**src/design/spq_ram.sv**
```systemverilog
// ----------------------------------------------------------------------------
// spq_ram
// Generic single-write, single-read RAM with registered read data.
// ----------------------------------------------------------------------------
module spq_ram #(
  parameter int WIDTH = 8,
  parameter int DEPTH = 16
) (
  input  logic                     clk,
  input  logic                     we,
  input  logic [$clog2(DEPTH)-1:0] waddr,
  input  logic [WIDTH-1:0]         wdata,
  input  logic [$clog2(DEPTH)-1:0] raddr,
  output logic [WIDTH-1:0]         rdata
);

  logic [WIDTH-1:0] mem [DEPTH];

  always_ff @(posedge clk) begin
    if (we) begin
      mem[waddr] <= wdata;
    end
    rdata <= mem[raddr];
  end

endmodule

```
**config.mk**
```make
export PLATFORM = sky130hd
export DESIGN_NAME = spq_ram
export DESIGN_NICKNAME = d
export VERILOG_FILES = /design/src/design/spq_ram.sv
export SDC_FILE = /design/constraint.sdc
export NUM_CORES = 1
export LEC_CHECK = 0
export BUFFER_PORTS_ARGS = -buffer_cell sky130_fd_sc_hd__clkbuf_2
export CORE_ASPECT_RATIO = 0.9
export CORE_MARGIN = 5
export CORE_UTILIZATION = 52
export CTS_CLUSTER_SIZE = 14
export DETAILED_ROUTE_END_ITERATION = 16
export HOLD_SLACK_MARGIN = 0.05
export PLACE_DENSITY = 0.69
export SETUP_SLACK_MARGIN = 0.4
export SLEW_MARGIN = 20
export SYNTH_ARGS = -nofsm -noshare
export SYNTH_HDL_FRONTEND = slang
export SYNTH_SLANG_ARGS = --single-unit
```
**constraint.sdc**
```tcl
create_clock -name clk -period 2 [get_ports clk]
set_input_delay 0.1 -clock clk [delete_from_list [all_inputs] [get_ports clk]]
set_output_delay 0.1 -clock clk [all_outputs]
set_load 0.005 [all_outputs]
```
==> results of run 1 <==
-- routing by layer --
layer | global-route usage [%] | share of wire, % | up-vias
met4 | 6.37 | 1.2 | 0
met2 | 25.6 | 49 | 65
met5 | 0 | 0 | -
li1 | - | - | 1101
met1 | 25.5 | 46 | 1292
met3 | 4.48 | 4.3 | 13
-- registers in the layout, summed over array words and instances (netlist names) --
signal	flops
mem	128
rdata	8
-- worst min-delay path, cell delays in order --
cell      delay, ns
clkbuf_2       0.13
nor2b_1        0.10
a22oi_1        0.17
nand2_1        0.06
-- worst max path at each step --
stage                          from        end  slack (ns)  depth (start not counted)
after floorplan            waddr[2]  mem[0][0]        0.41                          2
after global routing      mem[2][5]   rdata[5]        0.53                          3
after CTS                 mem[2][5]   rdata[5]        0.60                          3
after global placement     raddr[0]   rdata[1]        0.43                          5
final                     mem[1][5]   rdata[5]        0.62                          3
after detailed placement   raddr[1]   rdata[5]        0.39                          5
-- power by group through the flow --
stage / logic [mW] / registers (mW) / clock network, mW
after detailed placement: 0.292 / 3.26 / 0
after CTS: 0.306 / 3.20 / 3.48
final: 0.301 / 3.20 / 3.45
after global placement: 0.284 / 3.26 / 0
after global routing: 0.331 / 3.21 / 3.62
after floorplan: 0.162 / 3.26 / 0
-- through the flow --
| step | setup WS, ns | hold slack, ns | util (%) | std cells | instance area (µm²) |
|---|---|---|---|---|---|
| CTS | 0.601 | 0.0930 | 64.7 | 430 | 6250 |
| detailed placement | 0.392 | 0.471 | 57.0 | 390 | 5510 |
| floorplan | 0.407 | 0.199 | - | 229 | 5150 |
| finish | 0.618 | 0.0994 | 64.7 | 430 | 6250 |
| global placement | 0.430 | 0.474 | 57.0 | 390 | 5510 |
| global route | 0.534 | 0.164 | 64.7 | 430 | 6250 |
-- cell usage in the layout, fill, tap and decap left out, drive strengths merged --
cell         Yosys  routed
nand2b           2       2
dlygate4sd3      0       8
edfxtp         128     128
mux4            32      32
buf              7      20
nand3            1       1
nor2b            1       1
and2b            1       1
a22oi           16      16
nor3             4       4
and2             1       1
dfxtp            8       8
clkinv           0       4
or3b             1       1
nand2            9       9
inv              0       2
nand3b           2       2
clkbuf           0      42
bufinv           0       6
nor2            13      13
clkinvlp         0       3
-- layout make-up --
class                   count  area [µm²]
clock buffers              17         414
clock inverters            15         248
fillers                   633        3410
multi-input cells          83        1060
flip-flops and latches    136        4000
well taps                 126         158
repair buffers             53         368
-- cell families after synthesis --
| kind of cell | count (synthesis) | share of synthesized area [%] |
|---|---|---|
| AND/OR/NAND/NOR | 35 | 3.18 |
| AO/OA/AOI/OAI | 16 | 2.33 |
| buffers and inverters | 10 | 1.68 |
| multiplexers | 32 | 15.0 |
| flip-flops | 136 | 77.8 |
==> run_results.csv, run 1 <==
group,metric,value,unit
synthesis,synth.most_common_cell,"edfxtp_1",
synthesis,async_flop_share,0,%
floorplanning,dieHeight,104,µm
route,drc,0,
pwr,seqPwrFrac,46.1,%
synthesis,synth_cells,229,
worst_setup_path,max_stage_delay,0.53,ns
synthesis,yosys-top-cells-count,"edfxtp_1, mux4_2, a22oi_1",
worst_setup_path,crit_family,"multiplexers",
floorplanning,ios,26,
pwr,vdd_drop_max,0.000684,V
clock_tree,cts_tree,"yes",
worst_hold_path,min_path_cells,4,
sta,tightest_slew,0.563,ns
clock_tree,htree_levels,4,
synthesis,synth.distinct_cells,19,
worst_setup_path,cp_data_required_time,2.40,ns
worst_setup_path,cp_cell_sequence,"mux4_1, a22oi_1, nand2_1",
floorplanning,fp.dieW,115,µm
pwr,p_leak,2.16,nW
sta,hold_viol_final,0,
synthesis,avgSynthCellArea,22.5,µm²
global_route,grt_max_degree,33,
outcome,status,"finished, final reports clean",
sta,finalMaxSlewViolations,0,
synthesis,synth_area_leaders,"edfxtp_1, mux4_2, mux4_1",
global_route,grt_overflow_total,0,
synthesis,ys_seq_area_share,77.8,%
clock_tree,post_cts_buffers,0,
synthesis,synth_edf_count,128,
worst_setup_path,crit_buf_inv,0,
route,drtAntennaViolNets,0,
floorplanning,coreArea,9660,µm²
route,wl,9630,µm
worst_setup_path,path_class,"reg -> reg",
final_layout,syn_to_final_growth,21.4,%
route,drtPass1Iterations,4,
final_layout,insertedDiodeCount,0,
worst_setup_path,rr_worst_depth,3,
pwr,power_density,1110,nW/µm²
sta,finalCritPeriodShare,69.1,%
sta,max_freq,724,MHz
placement,io_buffers,25,
synthesis,synth_area,5150,µm²
worst_setup_path,critPathCaptureType,"flip-flop",
pwr,intPower,5.60,mW
worst_hold_path,hp-start,"raddr[2]",
route,drt-initial-drc-count,107,
worst_setup_path,cp-start-kind,"flip-flop",
job,drv_cap,0,
synthesis,synth_top_area_share,74.7,%
floorplanning,die-area,12000,µm²
worst_setup_path,cpMaxStageDelayCell,"mux4_1",
global_route,grt_pass1_wl,15100,µm
worst_setup_path,arrival,1.78,ns
worst_setup_path,r2r_end,"rdata[5]",
sta,slew_headroom,62.4,%
pwr,sw_frac_of_total,19.4,%
clock_tree,cts_buffers,17,
final_layout,layout.nets,309,
sta,tns,0,ns
synthesis,yosysTopAreaCell,"edfxtp_1",
route,wl_per_cell,22.4,µm
route,dr_total_vias,2471,
sta,timing.clock.skew,0.00933,ns
clock_tree,cts.sink_count,136,
clock_tree,cts_hold_buffers,8,
floorplanning,initial_core_util,53.3,%
sta,setup_viol,0,
pwr,clockPowerShare,49.6,%
synthesis,yosys_most_used_dff,"edfxtp_1",
worst_setup_path,reg2reg_slack,0.62,ns
worst_hold_path,hold_class,"in -> reg",
placement,place_hpwl,6120,µm
clock_tree,post_cts_resized,0,
pwr,comb_power_share,4.3,%
sta,fin_crit,1.38,ns
floorplanning,rows,34,
clock_tree,root_buffer,"clkbuf_8",
synthesis,synth-warning-count,0,
global_route,grt_pass1_vias,2554,
synthesis,synth_seq_cells,136,
worst_hold_path,hold_end,"rdata[2]",
pwr,p_switching,1.35,mW
synthesis,synth_nets,247,
global_route,antenna_found_initial,0,
sta,rsz0062_at_grt,"no",
global_route,gr-usage-all-layers,17.5,%
clock_tree,path_clk_slew,0.06,ns
clock_tree,clock_path_buffers,2,
pwr,power,6.95,mW
final_layout,drive_above_1_share,31.6,%
worst_setup_path,r2r_start,"mem[1][5]",
clock_tree,insertion_delay,0.52,ns
route,viasPerCell,5.75,
placement,gp_congestion,0.724,
worst_setup_path,crit_fanout,1,
No activity file was read; power rests on OpenSTA's default activity.
==> run 2: changes to the inputs <==
==> constraint.sdc (replaced) <==
create_clock -name clk -period 1.3 [get_ports clk]
set_input_delay 0.065 -clock clk [delete_from_list [all_inputs] [get_ports clk]]
set_output_delay 0.065 -clock clk [all_outputs]
set_load 0.005 [all_outputs]
==> run 2 against run 1 <==
  * The run now ends with setup timing left
  * Global-route usage up 0.81 points
  * Utilization up 2.4 points
  * Combinational power up 91%
  * Design area up 3.7%
  * Sequential share of layout area down 2.1 points
  * Critical endpoint is now rdata[1]
  * Hold slack worse by 0.034 ns
==> run_results.csv, run 2 (synthesis gave the netlist of run 1 again) <==
group,metric,value,unit
outcome,status,"finished with violations",
outcome,violations,"setup timing",
sta,hold_viol_final,0,
pwr,vdd_drop_max,0.000879,V
sta,fin_ws,-0.0194,ns
placement,place_ws,-0.184,ns
global_route,grt_overflow_total,0,
sta,finalMaxSlewViolations,0,
route,drt-initial-drc-count,166,
worst_setup_path,reg2reg_slack,-0.02,ns
placement,place_hpwl,6640,µm
final_layout,insertedDiodeCount,0,
clock_tree,cts_tree,"yes",
floorplanning,initial_core_util,53.3,%
global_route,gr-usage-all-layers,18.3,%
worst_setup_path,max_stage_delay,0.50,ns
clock_tree,htree_levels,4,
job,drv_cap,0,
floorplanning,coreArea,9660,µm²
worst_setup_path,critPathCaptureType,"flip-flop",
worst_setup_path,cp_data_required_time,1.70,ns
worst_setup_path,crit_family,"multiplexers",
final_layout,largest_reg_flops,128,
placement,gp_congestion,0.726,
clock_tree,clock_path_buffers,2,
clock_tree,path_clk_slew,0.06,ns
floorplanning,fp.dieW,115,µm
worst_setup_path,cpMaxStageDelayCell,"mux4_2",
worst_setup_path,path_class,"reg -> reg",
placement,postPlaceCellArea,5730,µm²
clock_tree,cts_buffers,17,
floorplanning,dieHeight,104,µm
sta,max_freq,758,MHz
final_layout,fin_util,67.1,%
sta,setup_viol,1,
final_layout,mostFrequentLayoutCells,"edfxtp_1, mux4_2, clkbuf_2",
final_layout,top_register,"mem",
final_layout,largestRegisters,"mem (128), rdata (8)",
clock_tree,insertion_delay,0.52,ns
pwr,power_density,1580,nW/µm²
global_route,grt_max_degree,22,
worst_setup_path,cp-start-kind,"flip-flop",
worst_setup_path,arrival,1.72,ns
final_layout,layout.nets,316,
final_layout,drive_above_1_share,46.9,%
final_layout,mostFrequentLayoutCell,"edfxtp_1",
final_layout,syn_to_final_growth,25.9,%
floorplanning,die-area,12000,µm²
worst_setup_path,cp_cell_sequence,"mux4_2, a22oi_2, nand2_1",
route,wl,9750,µm
final_layout,design_area,6480,µm²
sta,rsz0062_at_grt,"yes",
global_route,grt_pass1_wl,15500,µm
global_route,antenna_found_initial,0,
route,drc,0,
global_route,grt_pass1_vias,2662,
worst_hold_path,hold_class,"in -> reg",
route,wl_per_cell,22.3,µm
pwr,power,10.3,mW
route,viasPerCell,5.68,
pwr,p_leak,2.16,nW
route,drtAntennaViolNets,0,
clock_tree,cts.sink_count,136,
sta,fin_crit,1.32,ns
route,dr_total_vias,2481,
sta,slew_headroom,38.9,%
worst_setup_path,crit_buf_inv,0,
floorplanning,ios,26,
placement,dp_cells,397,
sta,tightest_slew,0.914,ns
worst_setup_path,crit_fanout,1,
floorplanning,rows,34,
clock_tree,root_buffer,"clkbuf_8",
sta,timing.clock.skew,0.00748,ns
placement,io_buffers,25,
final_layout,stdcell_count,437,
sta,finalCritPeriodShare,101,%
route,drtPass1Iterations,4,
==> run 2: worst paths after layout <==
path / start / end / cells past startpoint
max reg2reg: mem[11][1] / rdata[1] / 3
min: waddr[1] / mem[4][6] / 3
min reg2reg: mem[12][5] / rdata[5] / 3
max: mem[11][1] / rdata[1] / 3
==> run 2: layout make-up <==
class / count / area [µm²]
clock buffers: 19 / 422
fillers: 611 / 3180
multi-input cells: 83 / 1150
repair buffers: 60 / 564
flip-flops and latches: 136 / 4010
well taps: 126 / 158
clock inverters: 13 / 170
==> run 2: where the power goes <==
part           internal [mW]  switching [mW]  total (mW)
registers               4.91          0.0371        4.95
logic                  0.281           0.296       0.576
clock network           2.95            1.79        4.73
==> run 2: metrics by stage <==
stage	TNS, ns	hold WS, ns
2_1_floorplan	0	0.164
3_3_place_gp	-0.965	0.442
3_5_place_dp	-1.30	0.439
4_1_cts	0	0.0451
5_1_grt	-0.0908	0.0506
6_report	-0.0194	0.0649
==> run 2: timing repair <==
item,4_1_cts,5_1_grt
endpoints found under the hold margin,136,0
pin swaps,1,0
hold buffers,8,0
endpoints found under the setup margin,16,16
setup buffers,0,0
cloned,0,0
gates resized for setup,14,7
==> run 2: worst reg2reg max path, cell delays in order (launching register included) <==
cell	delay, ns
edfxtp_1	0.38
mux4_2	0.50
a22oi_2	0.24
nand2_1	0.08
==> run 2: routing by layer <==
| metal | share of wire (%) | GRT usage, % | up-vias | wire length [µm] |
|---|---|---|---|---|
| li1 | - | - | 1105 | - |
| met1 | 45 | 26.0 | 1306 | 4380 |
| met2 | 49 | 26.8 | 65 | 4800 |
| met3 | 5.2 | 5.70 | 5 | 510 |
| met4 | 0.67 | 6.79 | 0 | 65 |
| met5 | 0 | 0 | - | 0 |
==> run 3: changes to the inputs <==
--- a/config.mk
+++ b/config.mk
@@ -9,6 +9,7 @@
 export CORE_ASPECT_RATIO = 0.9
 export CORE_MARGIN = 5
 export CORE_UTILIZATION = 52
+export CTS_CLUSTER_DIAMETER = 100
 export CTS_CLUSTER_SIZE = 14
 export DETAILED_ROUTE_END_ITERATION = 16
 export HOLD_SLACK_MARGIN = 0.05
==> constraint.sdc (replaced) <==
create_clock -name clk -period 1.3 [get_ports clk]
set_input_delay 0.065 -clock clk [delete_from_list [all_inputs] [get_ports clk]]
set_output_delay 0.065 -clock clk [all_outputs]
set_load 0.1 [all_outputs]
==> run 3 against run 2 <==
  * Final cell count fell by 1.6%
  * Sequential cell count did not move
  * Power is 4.5% higher
  * Sequential share of layout area fell by 0.97 points
  * The run now ends clean
  * Largest power group unchanged
  * Die area unchanged
  * Non-clock buffer count shrank 6
  * Largest cell class unchanged
==> run_results.csv, run 3 (synthesis gave the netlist of run 1 again) <==
group,metric,value,unit
worst_setup_path,rr_worst_depth,3,
pwr,power_density,1630,nW/µm²
clock_tree,cts_tree,"yes",
placement,gp_congestion,0.724,
sta,hold_viol_final,0,
worst_setup_path,reg2reg_slack,0.03,ns
sta,fin_crit,1.27,ns
route,drc,0,
clock_tree,cts.sink_count,136,
clock_tree,htree_levels,4,
global_route,grt_busiest_layer,"met2",
route,viasPerCell,5.58,
pwr,p_leak,2.19,nW
final_layout,insertedDiodeCount,0,
sta,rsz0062_at_grt,"yes",
job,drv_cap,0,
global_route,grt_pass1_vias,2739,
final_layout,syn_to_final_growth,27.9,%
sta,timing.clock.skew,0.00714,ns
outcome,status,"finished, final reports clean",
global_route,grt_overflow_total,0,
sta,tns,0,ns
global_route,grt_pass1_wl,15300,µm
sta,tightest_slew,0.851,ns
clock_tree,path_clk_slew,0.06,ns
final_layout,fill_cells,576,
floorplanning,dieHeight,104,µm
floorplanning,rows,34,
final_layout,mostFrequentLayoutCells,"edfxtp_1, mux4_2, clkbuf_16",
placement,io_buffers,25,
global_route,grt_max_degree,21,
final_layout,mostFrequentLayoutCell,"edfxtp_1",
worst_setup_path,cp-start-kind,"flip-flop",
sta,finalCritPeriodShare,97.9,%
sta,finalMaxSlewViolations,0,
floorplanning,coreArea,9660,µm²
floorplanning,ios,26,
global_route,gr-usage-all-layers,17.6,%
floorplanning,die-area,12000,µm²
route,dr_total_vias,2401,
worst_hold_path,hold_end,"rdata[0]",
global_route,antenna_found_initial,0,
pwr,vdd_drop_max,0.000900,V
global_route,use_met2,27.8,%
placement,place_hpwl,6010,µm
global_route,met1_usage,23.7,%
worst_setup_path,arrival,1.65,ns
worst_setup_path,critPathCaptureType,"flip-flop",
sta,slew_headroom,43.2,%
final_layout,drive_above_1_share,45.1,%
worst_setup_path,cp_data_required_time,1.68,ns
route,wl,9460,µm
route,wl_per_cell,22.0,µm
worst_setup_path,path_class,"reg -> reg",
floorplanning,fp.dieW,115,µm
sta,holdWs,0.173,ns
sta,max_freq,785,MHz
final_layout,top_register,"mem",
route,drtAntennaViolNets,0,
route,drtPass1Iterations,4,
clock_tree,insertion_delay,0.51,ns
final_layout,fin_util,68.2,%
global_route,met3_usage,4.65,%
route,drt-initial-drc-count,183,
clock_tree,clock_path_buffers,2,
sta,setup_viol,0,
final_layout,largestRegisters,"mem (128), rdata (8)",
floorplanning,initial_core_util,53.3,%
worst_hold_path,min_path_cells,4,
clock_tree,root_buffer,"clkbuf_8",
final_layout,largest_reg_flops,128,
worst_hold_path,hold_class,"in -> reg",
worst_hold_path,hp-start,"raddr[3]",
worst_setup_path,r2r_end,"rdata[7]",
clock_tree,cts_buffers,17,
final_layout,layout.nets,310,
worst_setup_path,r2r_start,"mem[11][7]",
worst_setup_path,crit_fanout,1,
run 3: metal layers:
layer  share of wire [%]  wire, µm
met5                   0         0
met4                0.74        70
met3                 7.3       693
met2                  52      4950
met1                  40      3740
run 3: metrics by stage:
stage	power, mW	instances	instance area [µm²]	setup slack (ns)
2_1_floorplan	5.53	229	5250	0.132
3_3_place_gp	5.74	391	5700	-0.214
3_5_place_dp	5.75	391	5700	-0.207
4_1_cts	10.8	430	6580	-0.00405
5_1_grt	11.1	430	6580	-0.0392
6_report	10.7	430	6580	0.0269
run 3: critical path, stage by stage, from the launching register on:
cell,delay [ns]
edfxtp_1,0.37
mux4_2,0.49
a22oi_2,0.20
nand2_1,0.09
run 3: final cells by class:
class	instances	area (µm²)	area share, %
Clock inverter	13	195	2.97
Sequential cell	136	4010	61.0
Multi-Input combinational cell	83	1140	17.3
Clock buffer	18	418	6.35
Timing Repair Buffer	54	661	10.0
Tap cell	126	158	2.39
run 3: worst max-delay path by stage:
stage                     from   endpoint  slack (ns)  depth (start not counted)
detailed placement    raddr[0]   rdata[4]       -0.21                          6
CTS                 mem[11][7]   rdata[7]      -0.004                          3
global placement      raddr[0]   rdata[4]       -0.21                          6
global route        mem[11][7]   rdata[7]       -0.04                          3
floorplan             waddr[2]  mem[0][0]        0.13                          2
finish              mem[11][7]   rdata[7]        0.03                          3
run 3: where the power goes:
part	internal [mW]	switching (mW)
combinational	0.362	0.492
clock	3.13	1.78
sequential	4.91	0.0441
run 3: what timing repair did:
action,4_1_cts,5_1_grt
hold buffers,8,0
pin swaps,1,0
endpoints found under the setup margin,16,16
cloned,0,0
buffers inserted,0,0
gates resized for setup,29,0
endpoints found under the hold margin,128,0
